`src/design/cipr_pkg.sv`:
```
`timescale 1ns / 1ps
`default_nettype none
package cipr_pkg;

	localparam int PACKET_BYTES = 512;
	localparam int PAYLOAD_MAX  = PACKET_BYTES - 6;

	localparam logic [1:0] OP_START   = 2'd0;
	localparam logic [1:0] OP_BYTE    = 2'd1;
	localparam logic [1:0] OP_IDLE    = 2'd2;
	localparam logic [1:0] OP_TIMEOUT = 2'd3;

	localparam logic [2:0] KIND_TX       = 3'd0;
	localparam logic [2:0] KIND_IMAGE    = 3'd1;
	localparam logic [2:0] KIND_ACCEPTED = 3'd2;
	localparam logic [2:0] KIND_COMPLETE = 3'd3;
	localparam logic [2:0] KIND_ERROR    = 3'd4;

	localparam logic [2:0] ERR_NONE    = 3'd0;
	localparam logic [2:0] ERR_TIMEOUT = 3'd1;
	localparam logic [2:0] ERR_BUFFER  = 3'd2;
	localparam logic [2:0] ERR_RETRIES = 3'd3;
	localparam logic [2:0] ERR_NO_DATA = 3'd4;

	localparam logic [2:0] CMD_ERROR    = 3'd0;
	localparam logic [2:0] CMD_DATA     = 3'd1;
	localparam logic [2:0] CMD_REQUEST  = 3'd2;
	localparam logic [2:0] CMD_ACC_NEXT = 3'd3;
	localparam logic [2:0] CMD_ACC_DONE = 3'd4;

	localparam logic [0:0] REG_OUT_BUFFER_SIZE = 1'd0;
	localparam logic [0:0] REG_RETRY_LIMIT     = 1'd1;

	localparam logic [7:0] FRAME_SYNC = 8'hAA;
	localparam logic [7:0] FRAME_CMD  = 8'h0E;
	localparam logic [7:0] ACK_BYTE   = 8'hF0;

	typedef struct packed {
		logic [1:0]  op;
		logic [7:0]  rx_byte;
		logic [23:0] image_length;
	} cipr_in_t;

	typedef struct packed {
		logic [2:0]  kind;
		logic [7:0]  value;
		logic [15:0] packet_id;
		logic [8:0]  kept_count;
		logic [2:0]  error_code;
		logic        last;
	} cipr_out_t;

	typedef struct packed {
		logic [2:0]  code;
		logic [15:0] id;
		logic [8:0]  kept;
		logic [7:0]  value;
		logic [2:0]  err;
	} cipr_cmd_t;

	function automatic logic [7:0] frame_byte(input logic [2:0] idx, input logic [7:0] p2,
		input logic [7:0] p3);
		logic [7:0] b;
		case (idx)
			3'd0: b = FRAME_SYNC;
			3'd1: b = FRAME_CMD;
			3'd4: b = p2;
			3'd5: b = p3;
			default: b = 8'h00;
		endcase
		return b;
	endfunction

endpackage
`default_nettype wire

```
`src/design/cipr_cmd_fifo.sv`:
```
`timescale 1ns / 1ps
`default_nettype none
module cipr_cmd_fifo import cipr_pkg::*; #(
	parameter int DEPTH = 4
) (
	input  logic      clk,
	input  logic      arst_n,
	input  logic      wr_en,
	input  cipr_cmd_t wr_data,
	output logic      full,
	input  logic      rd_en,
	output cipr_cmd_t rd_data,
	output logic      not_empty
);
	localparam int PTR_W = (DEPTH > 1) ? $clog2(DEPTH) : 1;
	localparam int CNT_W = $clog2(DEPTH + 1);

	cipr_cmd_t            mem_q [DEPTH];
	logic [PTR_W-1:0]     wr_ptr_q;
	logic [PTR_W-1:0]     rd_ptr_q;
	logic [CNT_W-1:0]     count_q;
	logic                 do_wr;
	logic                 do_rd;

	assign full      = (count_q == CNT_W'(DEPTH));
	assign not_empty = (count_q != '0);
	assign do_wr     = wr_en && !full;
	assign do_rd     = rd_en && not_empty;
	assign rd_data   = mem_q[rd_ptr_q];

	always_ff @(posedge clk) begin
		if (do_wr) begin
			mem_q[wr_ptr_q] <= wr_data;
		end
	end

	always_ff @(posedge clk or negedge arst_n) begin
		if (!arst_n) begin
			wr_ptr_q <= '0;
			rd_ptr_q <= '0;
			count_q  <= '0;
		end else begin
			if (do_wr) begin
				wr_ptr_q <= (wr_ptr_q == PTR_W'(DEPTH - 1)) ? '0 : wr_ptr_q + 1'b1;
			end
			if (do_rd) begin
				rd_ptr_q <= (rd_ptr_q == PTR_W'(DEPTH - 1)) ? '0 : rd_ptr_q + 1'b1;
			end
			if (do_wr && !do_rd) begin
				count_q <= count_q + 1'b1;
			end else if (do_rd && !do_wr) begin
				count_q <= count_q - 1'b1;
			end
		end
	end
endmodule
`default_nettype wire

```
`src/design/cipr_front.sv`:
```
`timescale 1ns / 1ps
`default_nettype none
module cipr_front import cipr_pkg::*; (
	input  logic       clk,
	input  logic       arst_n,
	input  logic       push,
	output logic       full,
	input  cipr_in_t   item,
	input  logic       cfg_valid,
	output logic       cfg_ready,
	input  logic       cfg_index,
	input  logic [8:0] cfg_data,
	output logic       cmd_valid,
	output cipr_cmd_t  cmd,
	input  logic       cmd_full
);
	localparam logic [2:0] PH_IDLE   = 3'd0;
	localparam logic [2:0] PH_HEADER = 3'd1;
	localparam logic [2:0] PH_DATA   = 3'd2;
	localparam logic [2:0] PH_VERIFY = 3'd3;
	localparam logic [2:0] PH_DRAIN  = 3'd4;

	logic [2:0]  phase_q, phase_n;
	logic [15:0] cur_pkt_q, cur_pkt_n;
	logic [23:0] remain_q, remain_n;
	logic [2:0]  attempt_q, attempt_n;
	logic [8:0]  pos_q, pos_n;
	logic [8:0]  psize_q, psize_n;
	logic [7:0]  low_q, low_n;
	logic [7:0]  sum_q, sum_n;
	logic [8:0]  keep_q, keep_n;
	logic [8:0]  obuf_q;
	logic [2:0]  rlimit_q;

	logic        accept;
	logic [15:0] size;
	logic [7:0]  sum_add;
	logic [9:0]  pos_inc;

	assign accept    = push && !cmd_full;
	assign full      = cmd_full;
	assign cfg_ready = 1'b1;
	assign size      = {item.rx_byte, low_q};
	assign sum_add   = sum_q + item.rx_byte;
	assign pos_inc   = {1'b0, pos_q} + 10'd1;

	always_comb begin
		phase_n   = phase_q;
		cur_pkt_n = cur_pkt_q;
		remain_n  = remain_q;
		attempt_n = attempt_q;
		pos_n     = pos_q;
		psize_n   = psize_q;
		low_n     = low_q;
		sum_n     = sum_q;
		keep_n    = keep_q;
		cmd_valid = 1'b0;
		cmd.code  = CMD_ERROR;
		cmd.id    = cur_pkt_q;
		cmd.kept  = '0;
		cmd.value = '0;
		cmd.err   = ERR_NONE;
		case (item.op)
			OP_START: begin
				cur_pkt_n = '0;
				cmd.id    = '0;
				cmd_valid = 1'b1;
				if (item.image_length == '0) begin
					remain_n = '0;
					phase_n  = PH_IDLE;
					cmd.err  = ERR_NO_DATA;
				end else begin
					remain_n  = item.image_length;
					attempt_n = 3'd1;
					phase_n   = PH_HEADER;
					pos_n     = '0;
					sum_n     = '0;
					cmd.code  = CMD_REQUEST;
				end
			end
			OP_BYTE: begin
				case (phase_q)
					PH_HEADER: begin
						sum_n = sum_add;
						if (pos_q == 9'd3) begin
							if (size == '0 || size > 16'(PAYLOAD_MAX)) begin
								phase_n = PH_DRAIN;
							end else if (size > {7'd0, obuf_q}) begin
								phase_n   = PH_IDLE;
								cmd_valid = 1'b1;
								cmd.err   = ERR_BUFFER;
							end else begin
								psize_n = size[8:0];
								keep_n  = ({8'd0, size} < remain_q) ? size[8:0] : remain_q[8:0];
								pos_n   = '0;
								phase_n = PH_DATA;
							end
						end else begin
							if (pos_q == 9'd2) begin
								low_n = item.rx_byte;
							end
							pos_n = pos_inc[8:0];
						end
					end
					PH_DATA: begin
						sum_n = sum_add;
						if (pos_q < keep_q) begin
							cmd_valid = 1'b1;
							cmd.code  = CMD_DATA;
							cmd.value = item.rx_byte;
						end
						if (pos_inc >= {1'b0, psize_q}) begin
							pos_n   = '0;
							phase_n = PH_VERIFY;
						end else begin
							pos_n = pos_inc[8:0];
						end
					end
					PH_VERIFY: begin
						if (pos_q == '0) begin
							low_n = item.rx_byte;
							pos_n = 9'd1;
						end else if (low_q != sum_q) begin
							phase_n = PH_DRAIN;
						end else begin
							cmd_valid = 1'b1;
							cmd.kept  = keep_q;
							cur_pkt_n = cur_pkt_q + 16'd1;
							remain_n  = remain_q - {15'd0, keep_q};
							if (remain_n == '0) begin
								cmd.code = CMD_ACC_DONE;
								phase_n  = PH_IDLE;
							end else begin
								cmd.code  = CMD_ACC_NEXT;
								attempt_n = 3'd1;
								phase_n   = PH_HEADER;
								pos_n     = '0;
								sum_n     = '0;
							end
						end
					end
					default: begin
					end
				endcase
			end
			OP_IDLE: begin
				if (phase_q == PH_DRAIN) begin
					cmd_valid = 1'b1;
					if (attempt_q >= rlimit_q) begin
						phase_n = PH_IDLE;
						cmd.err = ERR_RETRIES;
					end else begin
						attempt_n = attempt_q + 3'd1;
						phase_n   = PH_HEADER;
						pos_n     = '0;
						sum_n     = '0;
						cmd.code  = CMD_REQUEST;
					end
				end
			end
			default: begin
				if (phase_q != PH_IDLE) begin
					phase_n   = PH_IDLE;
					cmd_valid = 1'b1;
					cmd.err   = ERR_TIMEOUT;
				end
			end
		endcase
		cmd_valid = cmd_valid && accept;
	end

	always_ff @(posedge clk or negedge arst_n) begin
		if (!arst_n) begin
			phase_q   <= PH_IDLE;
			cur_pkt_q <= '0;
			remain_q  <= '0;
			attempt_q <= '0;
			pos_q     <= '0;
			psize_q   <= '0;
			low_q     <= '0;
			sum_q     <= '0;
			keep_q    <= '0;
			obuf_q    <= 9'd506;
			rlimit_q  <= 3'd3;
		end else begin
			if (accept) begin
				phase_q   <= phase_n;
				cur_pkt_q <= cur_pkt_n;
				remain_q  <= remain_n;
				attempt_q <= attempt_n;
				pos_q     <= pos_n;
				psize_q   <= psize_n;
				low_q     <= low_n;
				sum_q     <= sum_n;
				keep_q    <= keep_n;
			end
			if (cfg_valid) begin
				if (cfg_index == REG_OUT_BUFFER_SIZE) begin
					obuf_q <= cfg_data;
				end else begin
					rlimit_q <= cfg_data[2:0];
				end
			end
		end
	end
endmodule
`default_nettype wire

```
`src/design/cipr_back.sv`:
```
`timescale 1ns / 1ps
`default_nettype none
module cipr_back import cipr_pkg::*; (
	input  logic      clk,
	input  logic      arst_n,
	input  logic      head_valid,
	input  cipr_cmd_t head,
	output logic      head_pop,
	output logic      empty,
	input  logic      pop,
	output cipr_out_t result
);
	logic [2:0] step_q;
	logic       out_valid_q;
	cipr_out_t  res_q;
	cipr_out_t  res_n;
	logic [2:0] last_step;
	logic       advance;
	logic [15:0] next_id;
	logic [2:0]  fidx;

	assign next_id = head.id + 16'd1;
	assign fidx    = step_q - 3'd1;
	assign advance = head_valid && (!out_valid_q || pop);
	assign head_pop = advance && (step_q == last_step);
	assign empty   = !out_valid_q;
	assign result  = res_q;

	always_comb begin
		res_n.kind       = KIND_TX;
		res_n.value      = '0;
		res_n.packet_id  = head.id;
		res_n.kept_count = '0;
		res_n.error_code = ERR_NONE;
		case (head.code)
			CMD_ERROR: begin
				last_step        = 3'd0;
				res_n.kind       = KIND_ERROR;
				res_n.error_code = head.err;
			end
			CMD_DATA: begin
				last_step   = 3'd0;
				res_n.kind  = KIND_IMAGE;
				res_n.value = head.value;
			end
			CMD_REQUEST: begin
				last_step   = 3'd5;
				res_n.value = frame_byte(step_q, head.id[7:0], head.id[15:8]);
			end
			CMD_ACC_NEXT: begin
				last_step = 3'd6;
				if (step_q == '0) begin
					res_n.kind       = KIND_ACCEPTED;
					res_n.kept_count = head.kept;
				end else begin
					res_n.packet_id = next_id;
					res_n.value     = frame_byte(fidx, next_id[7:0], next_id[15:8]);
				end
			end
			default: begin
				last_step = 3'd7;
				if (step_q == '0) begin
					res_n.kind       = KIND_ACCEPTED;
					res_n.kept_count = head.kept;
				end else if (step_q == 3'd7) begin
					res_n.kind = KIND_COMPLETE;
				end else begin
					res_n.value = frame_byte(fidx, ACK_BYTE, ACK_BYTE);
				end
			end
		endcase
		res_n.last = (step_q == last_step);
	end

	always_ff @(posedge clk) begin
		if (advance) begin
			res_q <= res_n;
		end
	end

	always_ff @(posedge clk or negedge arst_n) begin
		if (!arst_n) begin
			step_q      <= '0;
			out_valid_q <= 1'b0;
		end else begin
			if (advance) begin
				out_valid_q <= 1'b1;
				step_q      <= head_pop ? '0 : step_q + 3'd1;
			end else if (pop) begin
				out_valid_q <= 1'b0;
			end
		end
	end
endmodule
`default_nettype wire

```
`src/design/camera_image_packet_receiver_core.sv`:
```
// Camera image packet receiver.
// Input items arrive on a queue-style port: an item is taken on a clock edge with
// push high and full low. Results leave on a queue-style port: the oldest result is
// on the result port while empty is low and is taken on an edge with pop high.
// Registers are written over the configuration port, which is always ready.
// A transaction enters the front, which updates the packet parser and queues at most
// one compact command. The back expands each command into one to eight results, one
// per cycle while the output register is empty or being popped, into that register.
// With the queue and output register empty, an accepted item's command is written
// into the queue and its first result is then registered into the output register.
// Items that cause zero or one result are taken every cycle while the command queue
// is not full; an item that causes several results holds the back while they leave,
// and the front keeps taking items until the CMD_DEPTH-entry command queue is full.
// When the receiver stops popping, the output register holds its result, the back
// stops, the queue fills and full is raised.
// Reset leaves the parser idle, the queue and output empty, out_buffer_size at 506
// and retry_limit at 3.
`timescale 1ns / 1ps
`default_nettype none
module camera_image_packet_receiver_core import cipr_pkg::*; #(
	parameter int CMD_DEPTH = 4
) (
	input  logic       clk,
	input  logic       arst_n,
	input  logic       push,
	output logic       full,
	input  cipr_in_t   item,
	output logic       empty,
	input  logic       pop,
	output cipr_out_t  result,
	input  logic       cfg_valid,
	output logic       cfg_ready,
	input  logic       cfg_index,
	input  logic [8:0] cfg_data
);
	logic      cmd_valid;
	cipr_cmd_t cmd;
	logic      cmd_full;
	logic      head_valid;
	cipr_cmd_t head;
	logic      head_pop;

	cipr_front u_front (
		.clk       (clk),
		.arst_n    (arst_n),
		.push      (push),
		.full      (full),
		.item      (item),
		.cfg_valid (cfg_valid),
		.cfg_ready (cfg_ready),
		.cfg_index (cfg_index),
		.cfg_data  (cfg_data),
		.cmd_valid (cmd_valid),
		.cmd       (cmd),
		.cmd_full  (cmd_full)
	);

	cipr_cmd_fifo #(
		.DEPTH (CMD_DEPTH)
	) u_fifo (
		.clk       (clk),
		.arst_n    (arst_n),
		.wr_en     (cmd_valid),
		.wr_data   (cmd),
		.full      (cmd_full),
		.rd_en     (head_pop),
		.rd_data   (head),
		.not_empty (head_valid)
	);

	cipr_back u_back (
		.clk        (clk),
		.arst_n     (arst_n),
		.head_valid (head_valid),
		.head       (head),
		.head_pop   (head_pop),
		.empty      (empty),
		.pop        (pop),
		.result     (result)
	);
endmodule
`default_nettype wire

```
`config.mk`:
```
export PLATFORM = sky130hd
export DESIGN_NAME = camera_image_packet_receiver_core
export DESIGN_NICKNAME = d
export VERILOG_FILES = /design/src/design/cipr_pkg.sv /design/src/design/cipr_cmd_fifo.sv /design/src/design/cipr_front.sv /design/src/design/cipr_back.sv /design/src/design/camera_image_packet_receiver_core.sv
export SDC_FILE = /design/constraint.sdc
export NUM_CORES = 1
export LEC_CHECK = 0
export BUFFER_PORTS_ARGS = -buffer_cell sky130_fd_sc_hd__clkbuf_2
export CAP_MARGIN = 10
export CORE_MARGIN = 1
export CORE_UTILIZATION = 30
export CTS_CLUSTER_SIZE = 12
export DETAILED_ROUTE_END_ITERATION = 7
export GPL_ROUTABILITY_DRIVEN = 0
export GPL_TIMING_DRIVEN = 1
export MAX_ROUTING_LAYER = met4
export PLACE_DENSITY = 0.45
export RECOVER_POWER = 25
export SETUP_SLACK_MARGIN = 0.4
export SLEW_MARGIN = 10
export SYNTH_ARGS = -nofsm -noshare
export SYNTH_HDL_FRONTEND = slang
export SYNTH_HIERARCHICAL = 1
export SYNTH_SLANG_ARGS = --single-unit
```
`constraint.sdc`:
```
create_clock -name clk -period 5.7 [get_ports clk]
set_input_delay 0.57 -clock clk [delete_from_list [all_inputs] [get_ports clk]]
set_output_delay 0.57 -clock clk [all_outputs]
set_load 0.005 [all_outputs]
```
-- After elaboration in Yosys (flattened, before gate mapping)
Memory sizes are Yosys's and may differ from the RTL's.
Index checks and enable logic that the tools add are counted.
- bits in registers: 152
- bits in writable memories: 156
- input bits: 49
- output and inout bits: 43
- memories: 1
- add/subtract/negate cells: 12
- order comparisons: 6
- eq/ne operators: 44
- mux-type cells: 112
- bitwise operators: 4
- reduce and logical (&&, ||, !) cells: 43
- memories (memory ; words ; width ; rd ports ; clocked after memory_dff ; write ports ; RTL line ; RTL):
    u_fifo.mem_q ; 4 ; 39 ; 1 ; 0 ; 1 ; cipr_cmd_fifo.sv:18 ; cipr_cmd_t mem_q [DEPTH];
- operators by type and width (kind ; number):
    $mux 9 ; 14
    $mux 24 ; 5
    $mux 8 ; 13
    $pmux 8 s4 ; 3
    $mux 3 ; 27
    $mux 16 ; 5
    $pmux 3 s3 ; 6
    $pmux 9 s3 ; 2
    $logic_not 24->1 ; 2
    $pmux 24 s2 ; 1
    $pmux 8 s3 ; 2
    $add 16x1->16 const B ; 2
    $pmux 16 s2 ; 1
    $pmux 8 s2 ; 2
    $lt 16x24->1 ; 1
    $sub 24x9->24 ; 1
    $eq 3x3->1 const B ; 7
    $eq 9x2->1 const B ; 2
    $mux 2 ; 9
    $reduce_and 9->1 ; 2
    $mux 1 ; 17
    $mux 17 ; 1
    $gt 16x9->1 ; 1
    $gt 16x9->1 const B ; 1
    41 further kinds ; 94

-- Logic depth before layout (Yosys ltp)
Gate-level depths: netlist (run 1).
- word-level depth: 12
- gate-level depth with buffers: 17

-- Hierarchy
The synthesis (run 1) kept the hierarchy.
- by module, submodules not included (module ; instances ; cells each ; area an instance (µm²) ; sequential area each (µm²)):
    cipr_front ; 1 ; 941 ; 7933.9 ; 2538.7
    cipr_cmd_fifo ; 1 ; 241 ; 6137.1 ; 4859.7
    cipr_back ; 1 ; 248 ; 2606.2 ; 1301.2

-- Worst setup path before layout (run 1)
OpenSTA, ideal clock, no wires.
- path kind: reg2reg
- start point: register u_front.pos_q[1]
- end point: memory u_fifo/mem_q[3][0] in the netlist's numbering (enable)
- setup time: 0.436 ns
- data arrival time: 3.976 ns
- data required time: 5.264 ns
- slack: 1.289 ns
- cell stages (with the launch flop): 12
- path buffers: 0
- clock period less this slack: 4.411 ns
- path through: dfrtp_1 ha_1 a21o_1 a21o_1 a21o_1 a21o_1 a21o_1 a2111oi_0 nor2_1 a31oi_1 nand2_1 nor2_1
- longest elaborated chain between the ends: 8
- elaborated cells on any way between the ends: 12
- those cells by class: 1 x order compare; 1 x eq/ne; 7 x mux; 3 x reduce/logical
- ends and longest elaborated chain (element ; RTL line ; RTL):
    start: declaration ; cipr_front.sv:27 ; logic [8:0] pos_q, pos_n;
    start signal: assignment ; cipr_front.sv:191 ; pos_q <= pos_n;
    $lt 9x9->1 (tied with other cells) ; cipr_front.sv:107 ; if (pos_q < keep_q) begin
    $mux 1, on equally long branches ; cipr_front.sv:107, cipr_front.sv:85, cipr_front.sv:120 ;
    $pmux 1 s3 * ; cipr_front.sv:82 ; case (phase_q)
    $pmux 1 s3 * ; cipr_front.sv:63 ; case (item.op)
    $logic_and 1x1->1 * ; cipr_front.sv:169 ; cmd_valid = cmd_valid && accept;
    named net cmd_valid ; camera_image_packet_receiver_core.sv:36 ; logic cmd_valid;
    $logic_and 1x1->1 * ; cipr_cmd_fifo.sv:27 ; assign do_wr = wr_en && !full;
    $mux 1 * ; cipr_cmd_fifo.sv:32 ; if (do_wr) begin
    $mux 1 (implied by the code) * ; cipr_cmd_fifo.sv:33 ; mem_q[wr_ptr_q] <= wr_data;
    end: declaration ; cipr_cmd_fifo.sv:18 ;
Mark *: on every way through the listed nets, which the timed path passes. The rest lies on a longest branch.

-- Worst setup path after layout (run 1)
- start point: register u_front.pos_q[5]
- end point: memory u_fifo/mem_q[0][35] in the netlist's numbering (enable)
- longest elaborated chain between the ends: 8
- elaborated cells on any way between the ends: 12
- those cells by class: 1 x order compare; 1 x eq/ne; 7 x mux; 3 x reduce/logical
- ends and longest elaborated chain (element ; RTL line ; RTL):
    $lt 9x9->1 (tied with other cells) ; cipr_front.sv:107 ;
    $mux 1, on equally long branches ; cipr_front.sv:107, cipr_front.sv:85, cipr_front.sv:120 ;
    $pmux 1 s3 * ; cipr_front.sv:82 ;
    $pmux 1 s3 * ; cipr_front.sv:63 ;
    $logic_and 1x1->1 * ; cipr_front.sv:169 ;
    named net cmd_valid ; camera_image_packet_receiver_core.sv:36 ;
    $logic_and 1x1->1 * ; cipr_cmd_fifo.sv:27 ;
    named net u_fifo.do_wr ; cipr_cmd_fifo.sv:22 ; logic do_wr;
    $mux 1 * ; cipr_cmd_fifo.sv:32 ;
    $mux 1 (implied by the code) * ; cipr_cmd_fifo.sv:33 ;
Marks and branches as above.

==> results of run 1 <==
## power by group
part / switching, µW / internal, µW / total [µW]
Sequential: 395 / 2890 / 3290
Combinational: 1770 / 1180 / 2950
Clock: 962 / 1430 / 2390
## cells in the final DEF (no fill, tap or decap), drive strengths merged, types with 23 or more instances in the layout
| cell | synthesis | final |
|---|---|---|
| o21ai | 99 | 99 |
| nor2b | 23 | 23 |
| nor2 | 95 | 95 |
| nor4 | 27 | 27 |
| mux2 | 30 | 30 |
| dfrtp | 103 | 103 |
| xnor2 | 37 | 37 |
| a21o | 24 | 24 |
| and2 | 29 | 29 |
| nand4 | 29 | 29 |
| nand2 | 111 | 111 |
| a21oi | 68 | 68 |
| inv | 75 | 77 |
| nand3 | 38 | 38 |
| xor2 | 30 | 30 |
| ha | 78 | 78 |
| edfxtp | 196 | 196 |
| mux4 | 39 | 39 |
| clkbuf | 40 | 150 |
| nor3 | 29 | 29 |
## critical path, delay by kind of cell, from the launching register on
kind            cells  cell delay (ns)
simple gates        7             2.77
flops               1             0.46
buf+inv             1             0.39
compound gates      1             0.26
## area by class of cell
class,instances,area [µm²],share of cell area [%]
tap,748,936,4.92
antenna,1,2.50,0.0132
clock inverter,13,131,0.691
multi-input combinational,980,7330,38.5
timing repair buffer,106,546,2.87
sequential,308,8700,45.7
inverter,75,282,1.48
clock buffer,58,1100,5.77
## registers in the layout (all words and copies together) (netlist names)
signal / count
u_fifo/mem_q: 156
u_back/result: 40
u_front/remain_q: 24
u_front/cur_pkt_q: 16
u_front/keep_q: 9
u_front/obuf_q: 9
u_front/pos_q: 9
u_front/psize_q: 9
u_front/low_q: 8
u_front/sum_q: 8
u_back/step_q: 3
u_fifo/count_q: 3
u_front/attempt_q: 3
u_front/phase_q: 3
u_front/rlimit_q: 3
u_fifo/rd_ptr_q: 2
u_fifo/wr_ptr_q: 2
u_back/out_valid_q: 1
## layer usage
layer / GRT usage (%) / vias to the layer above
li1: - / 5500
met1: 23.1 / 5762
met2: 25.1 / 339
met3: 2.75 / 68
met4: 5.30 / 0
met5: - / -
## cell families (layout without fill, tap and decap cells)
family          Yosys count  in the layout  synth area share [%]
fa+ha+maj                81             81                  6.21
flops                   308            308                  52.2
buf+inv                 142            252                  4.03
xor+xnor                 67             67                  3.52
other cells               1              2                0.0225
simple gates            448            448                  14.2
mux                      80             80                  8.02
compound gates          303            303                  11.8
## cell usage after synthesis, types with 27 or more instances
master	n	area, µm²
nand2_1	109	409
a21oi_1	68	340
ha_1	78	976
mux4_2	38	856
dfrtp_1	103	2580
xor2_1	30	263
o21ai_0	86	430
nor2_1	94	353
clkbuf_1	39	146
edfxtp_1	196	5890
mux2_2	28	315
inv_1	75	282
and2_1	27	169
nand3_1	37	185
xnor2_1	37	324
## through the flow
step                      instances  setup slack (ns)  utilization, %  power, µW  instance area (µm²)
after global placement         2217              1.49            32.4       6280                17800
after CTS                      2288              1.44            34.7       8740                19100
after floorplan                1430              1.29               -       5400                16700
after detailed placement       2217              1.48            32.4       6290                17800
after global routing           2288             0.698            34.6       9120                19000
final                          2289              1.48            34.6       8620                19000
## worst min path at each step
stage,end,slack (ns),cells after the start
after global routing,u_front/obuf_q[7],0.21,3
after detailed placement,u_front/keep_q[2],0.47,2
after floorplan,u_back/out_valid_q,0.27,0
final,u_front/obuf_q[6],0.23,3
after global placement,u_front/keep_q[2],0.46,2
after CTS,u_front/remain_q[9],0.04,1
==> flow_summary.ini, run 1 <==
[timing]
rsz0062_at_grt = no
clock.fmax_mhz = 237
skew_ns = 0.0192
slew_headroom_pct = -80.6
setup_viol = 0
hold_slack_ns = 0.229
finalHoldViolations = 0
slew_viol_final = 117
tns_ns = 0
tightest_slew_ns = 2.71
post-route-min-period_ns = 4.22
finalCritPeriodShare_pct = 74.0

[detailed_routing]
via_count = 11700
wirelength_um = 46300
ant_nets = 0
detail_route.wl_per_cell_um = 20.2
wl_met2_um = 20600
drc = 0
drtIter0Drc = 836
met3_length_um = 2510
firstDrtPassIters = 5
viasPerCell = 5.10
routed.top_layer = met4
drt-met1-wl_um = 21900

[logic_synthesis]
synth_ff_type = edfxtp_1
synth.yosys.seq_area_share_pct = 52.2
postSynthAreaPerCell_um2 = 11.7
synth_edf_count = 196
syn_area_um2 = 16700
ys_warn_count = 6
async_flop_share_pct = 36.4
ys_ff_latch = 308
synth_cell_types = 93
syn_nets = 1560
syn_inst = 1430

[setup_path]
crit_start = u_front/pos_q[5]
cp.arrival_ns = 4.45
crit_slowest_cell = and2_2
rr_endpoint = u_fifo/mem_q[0][35]
end_kind = flip-flop
cp_slowest_stage_delay_ns = 0.63
worst-r2r-setup-slack_ns = 1.48
critPathKind = reg2reg
path_cells = or4_1 > nor4_2 > nand2_1 > nor4b_2 > nand3_1 > a31oi_1 > nor2b_2 > and2_2 > buf_4
cp.required_ns = 5.93
crit_path_end = u_fifo/mem_q[0][35]
crit_fanout = 23
r2r_start = u_front/pos_q[5]
rr_worst_depth = 9
startpoint_type = flip-flop

[cts]
clockBufferDepth = 3
cts_num_sinks = 308
numCtsBuffers = 39
clock-root-buffer = clkbuf_16
cts_setup_buffers = 0
ctsResizeCount = 0
clk_pin_slew_worst_paths_ns = 0.06
clk_latency_ns = 0.56
tritoncts = built
h-tree-depth = 2
hold_buffers = 0

[min_path]
worstHoldStart = cfg_data[6]
worstHoldPathType = in2reg

[power_and_ir_drop]
vdd_ir_drop_max_mv = 0.213
cellLeakagePower_uw = 0.00722
powerDensity_nw_per_um2 = 453

[global_routing]
antenna_found_initial = 0
grt_max_degree = 55
grt_pass1_vias = 11500
grt.total_usage_pct = 16.8
grt-ovfl-total = 0
grt_pass1_wl_um = 70200

[layout]
area_delta_synth_final_pct = 14.1
fin_nets = 1640
fillers = 5476
layout-drive-gt1-share_pct = 17.2

[floorplan]
io_pins = 92
core_area_um2 = 55000
dieArea_um2 = 56500
rows = 86
initial_core_util_pct = 30.3
fp.dieW_um = 238
fp.dieH_um = 238

[run]
drv_cap = 3

[run_status]
violations = max-capacitance violations, max-slew violations
status = complete, but fails checks

[placed_design]
hpwl_um = 32800
portBuffers = 90
Note: power is estimated with default switching activity, not from simulation.
==> inputs of run 2 (changes only) <==
Settings changed: PLACE_DENSITY 0.45 to 0.47.
Clock period 5.7 ns to 3.75 ns, I/O delays scaled along.
==> run 2 against run 1 <==
Net effect:
- the run ends with max-capacitance violations left
- combinational power increased by 68%
- critical path depth is 8 higher
- critical path type unchanged
- worst hold slack got worse by 0.20 ns
==> flow_summary.ini, run 2 (synthesis results as in run 1) <==
[cts]
clock-root-buffer = clkbuf_16
cts_num_sinks = 308
numCtsBuffers = 39
tritoncts = built
h-tree-depth = 2
clk_latency_ns = 0.58
clk_pin_slew_worst_paths_ns = 0.06
clockBufferDepth = 3

[setup_path]
crit_fanout = 2
startpoint_type = flip-flop
critPathKind = reg2reg
crit_slowest_cell = dfrtp_1
cpMostUsedCell = a21o_1
end_kind = flip-flop
cp.required_ns = 4.22
cp.arrival_ns = 3.85
cp_slowest_stage_delay_ns = 0.38
path_cells = inv_2 > ha_4 > a21o_1 > a21o_1 > a21o_1 > a21o_1 > a21o_1 > a2111oi_4 > nor2_2 > a31oi_2 > nor2b_4 > ha_4 > inv_2 > fa_2 > xor2_1 > nor2_1 > xor2_1

[timing]
finalCritPeriodShare_pct = 90.3
post-route-min-period_ns = 3.38
setup_viol = 0
slew_headroom_pct = 0.669
skew_ns = 0.0433
clock.fmax_mhz = 295
tns_ns = 0
finalHoldViolations = 0
slew_viol_final = 0
tightest_slew_ns = 1.49
finalWorstSetupSlack_ns = 0.365
rsz0062_at_grt = yes
hold_slack_ns = 0.0304

[detailed_routing]
detail_route.wl_per_cell_um = 19.2
via_count = 12100
wirelength_um = 45700
drtIter0Drc = 765
firstDrtPassIters = 5
ant_nets = 0
drc = 0
viasPerCell = 5.06

[layout]
layout-drive-gt1-share_pct = 25.0
regArea_um2 = 8700
area_delta_synth_final_pct = 21.1
layout_commonest_cell = edfxtp_1
fin_nets = 1734
fillers = 5397
regMostFlops = u_fifo/mem_q
multi_input_area_um2 = 7550
layout_common_cells = edfxtp_1, nand2_1, dfrtp_1
layoutNonFillerInstCount = 2385
largest_register_ffs = 156

[run_status]
violations = max-capacitance violations
status = complete, but fails checks

[power_and_ir_drop]
switching_power_uw = 4880
vdd_ir_drop_max_mv = 0.331
p_int_uw = 8890
swShare_pct = 35.4
powerDensity_nw_per_um2 = 681
power_frac_comb_pct = 36.0
clkPwrFrac_pct = 28.5
cellLeakagePower_uw = 0.00783
p_seq_share_pct = 35.6

[placed_design]
hpwl_um = 33300
dp.cells = 2276
portBuffers = 90
place_ws_ns = 0.215

[floorplan]
dieArea_um2 = 56500
rows = 86
io_pins = 92
initial_core_util_pct = 30.3
core_area_um2 = 55000
fp.dieW_um = 238
fp.dieH_um = 238

[global_routing]
antenna_found_initial = 3
grt-ovfl-total = 0
grt_pass1_vias = 11900
grt.total_usage_pct = 16.6
grt_max_degree = 53
grt_pass1_wl_um = 70500

[run]
drv_cap = 1

[min_path]
worstHoldPathType = in2reg
## run 2: path summary, 6_finish.rpt
path | start | to | slack (ns) | cells past startpoint
setup / recovery | u_front/keep_q[1] | u_fifo/count_q[2] | 0.37 | 17
hold / removal | cfg_data[3] | u_front/obuf_q[3] | 0.03 | 3
setup reg to reg | u_front/keep_q[1] | u_fifo/count_q[2] | 0.37 | 17
hold reg to reg | u_front/keep_q[2] | u_front/keep_q[2] | 0.48 | 2
max in group asynchronous | arst_n | u_front/pos_q[1] | 1.06 | 3
min in group asynchronous | arst_n | u_front/sum_q[3] | 0.72 | 2
## run 2: power groups by stage
stage / Clock (µW) / Combinational (µW) / Sequential (µW)
floorplan: 0 / 3430 / 4800
global placement: 0 / 4720 / 4950
detailed placement: 0 / 4750 / 4960
CTS: 4030 / 4800 / 4890
global route: 4160 / 5450 / 4970
finish: 3920 / 4950 / 4900
## run 2: through the flow
step | cell area, µm² | util (%) | power, µW
after floorplan | 16700 | - | 8230
after global placement | 18400 | 33.4 | 9670
after detailed placement | 18400 | 33.4 | 9700
after CTS | 19900 | 36.1 | 13700
after global routing | 20200 | 36.7 | 14600
final | 20200 | 36.7 | 13800
## run 2: worst max-delay path: cells and delay by family, from the launching register on
kind,cells,cell delay [ns]
AOI/OAI and AO/OA,7,1.40
adders and majority gates,3,0.66
and+or+nand+nor,3,0.40
DFF,1,0.38
xor gates and xnor gates,2,0.32
buffers and inverters,2,0.12
## run 2: repair_timing
| action | in CTS | in global routing |
|---|---|---|
| setup buffers | 5 | 22 |
| cloned | 0 | 2 |
| endpoints found under the setup margin | 128 | 150 |
| pin swaps | 18 | 31 |
| resized for setup | 13 | 40 |
| hold endpoints to repair | 47 | 0 |
| hold buffers | 6 | 0 |
## run 2: area by class of cell
class                   count  share of cell area (%)
flip-flops and latches    308                    43.1
multi-input cells         980                    37.4
repair buffers            200                    6.81
clock buffers              54                    5.36
well taps                 748                    4.63
inverters                  75                    1.39
clock inverters            18                    1.30
diodes                      2                  0.0248
## run 2: layer usage
metal | global-route usage [%] | up-vias | routed length, µm | share of wire, %
met5 | - | - | 0 | 0
met4 | 4.16 | 0 | 838 | 1.8
met3 | 3.05 | 64 | 2180 | 4.8
met2 | 25.9 | 291 | 21300 | 47
met1 | 22.2 | 6026 | 21300 | 47
li1 | - | 5693 | - | -
==> inputs of run 3 (changes only) <==
Settings changed: CORE_MARGIN 1 to not set, REMOVE_ABC_BUFFERS set to 1, SETUP_SLACK_MARGIN 0.4 to 0.02.
==> run 3 against run 2 <==
Net effect:
- the flow finishes with violations (max-capacitance violations, max-slew violations)
- global-route usage shrank 0.31 points
- clock power shrank 6.6%
- maximum frequency shrank 3.9%
- count of clock-buffer cells in the layout grew 1
- highest routed layer unchanged
==> flow_summary.ini, run 3 (synthesis results as in run 1) <==
[setup_path]
cp.arrival_ns = 4.00
crit_fanout = 2
crit_path_end = u_fifo/count_q[2]
cp.required_ns = 4.22
rr_endpoint = u_fifo/count_q[2]
startpoint_type = flip-flop
crit_start = u_front/pos_q[1]
worst-r2r-setup-slack_ns = 0.23
rr_worst_depth = 17
r2r_start = u_front/pos_q[1]
end_kind = flip-flop
critPathKind = reg2reg

[detailed_routing]
via_count = 11800
drtIter0Drc = 751
drc = 0
viasPerCell = 5.01
wirelength_um = 44200
ant_nets = 0
firstDrtPassIters = 5
detail_route.wl_per_cell_um = 18.8

[floorplan]
fp.dieH_um = 238
fp.dieW_um = 238
initial_core_util_pct = 30.3
dieArea_um2 = 56500
core_area_um2 = 55000
rows = 86
io_pins = 92

[layout]
area_delta_synth_final_pct = 18.4
finish.utilization_pct = 35.9
fin_nets = 1711
layout_commonest_cell = edfxtp_1
final_area_um2 = 19700
antenna_cells = 0
largest_register_ffs = 156
regMostFlops = u_fifo/mem_q
layout-drive-gt1-share_pct = 21.4
layout_common_cells = edfxtp_1, nand2_1, dfrtp_1

[power_and_ir_drop]
powerDensity_nw_per_um2 = 676
p_seq_share_pct = 36.3
p_int_uw = 8600
cellLeakagePower_uw = 0.00765
vdd_ir_drop_max_mv = 0.458
switching_power_uw = 4750
power_frac_comb_pct = 36.3
p_total_uw = 13400
swShare_pct = 35.6
clkPwrFrac_pct = 27.4

[timing]
finalHoldViolations = 0
slew_headroom_pct = -83.5
skew_ns = 0.0303
tns_ns = 0
tightest_slew_ns = 2.75
finalWorstSetupSlack_ns = 0.226
slew_viol_final = 45
setup_viol = 0
post-route-min-period_ns = 3.52
finalCritPeriodShare_pct = 94.0
clock.fmax_mhz = 284

[global_routing]
grt-ovfl-total = 0
grt.total_usage_pct = 16.3
grt_max_degree = 69
grt_pass1_vias = 12000
antenna_found_initial = 0
grt_pass1_wl_um = 69000

[run_status]
violations = max-capacitance violations, max-slew violations
status = complete, but fails checks

[cts]
h-tree-depth = 2
clockBufferDepth = 3
clk_pin_slew_worst_paths_ns = 0.06
clock-root-buffer = clkbuf_16
cts_num_sinks = 308
cts_setup_buffers = 0
clk_latency_ns = 0.57
tritoncts = built
numCtsBuffers = 38

[placed_design]
place_ws_ns = 0.0809
portBuffers = 90
hpwl_um = 32200
dpl-instance-area_um2 = 18400

[run]
drv_cap = 1

[min_path]
worstHoldPathType = in2reg
==> run 3: how the worst min path moves through the flow <==
| stage | startpoint | cells past startpoint | endpoint |
|---|---|---|---|
| 2_1_floorplan | arst_n | 0 | u_back/out_valid_q |
| 3_3_place_gp | arst_n | 1 | u_front/sum_q[6] |
| 3_5_place_dp | arst_n | 1 | u_front/sum_q[6] |
| 4_1_cts | cfg_data[2] | 3 | u_front/obuf_q[2] |
| 5_1_grt | cfg_data[2] | 3 | u_front/obuf_q[2] |
| 6_report | cfg_data[2] | 3 | u_front/obuf_q[2] |
==> run 3: timing repair <==
item	in CTS	in global routing
gates resized for setup	0	9
endpoints found under the setup margin	0	106
hold endpoints to repair	42	0
hold buffers	8	0
==> run 3: per-layer routing <==
metal	global-route usage (%)	routed length (µm)	up-vias
li1	-	-	5641
met1	19.6	19300	5797
met2	27.8	21900	283
met3	2.57	1770	83
met4	5.30	1260	0
met5	-	0	-
==> run 3: power by group through the flow <==
stage	sequential [µW]	combinational [µW]	clock [µW]
after CTS	4860	4880	3780
after global routing	4940	5370	3910
after floorplan	4990	2990	0
final	4850	4840	3660
after global placement	4910	4820	0
after detailed placement	4930	4850	0
==> run 3: layout make-up <==
type | count | area [µm²]
Multi-Input combinational cell | 980 | 7360
Sequential cell | 308 | 8700
Inverter | 75 | 282
Timing Repair Buffer | 178 | 1220
Fill cell | 5417 | 35200
Clock inverter | 13 | 188
Clock buffer | 55 | 1050
Tap cell | 748 | 936
==> run 3: worst max-delay path: stages, from the launching register on <==
cell,delay (ns)
dfrtp_1,0.38
ha_1,0.29
a21o_1,0.15
a21o_1,0.18
a21o_1,0.17
a21o_1,0.17
a21o_1,0.17
a2111oi_2,0.32
buf_4,0.18
nor2_2,0.05
a31oi_1,0.23
nor2b_4,0.22
ha_4,0.14
inv_1,0.04
fa_2,0.32
xor2_1,0.15
nor2_1,0.12
xor2_1,0.16
==> run 3: metrics by stage <==
step                      instances  hold WS (ns)
after global placement         2281         0.456
after global routing           2357        0.0386
after detailed placement       2281         0.449
after floorplan                1363        0.0794
after CTS                      2357       0.00961
final                          2357        0.0447
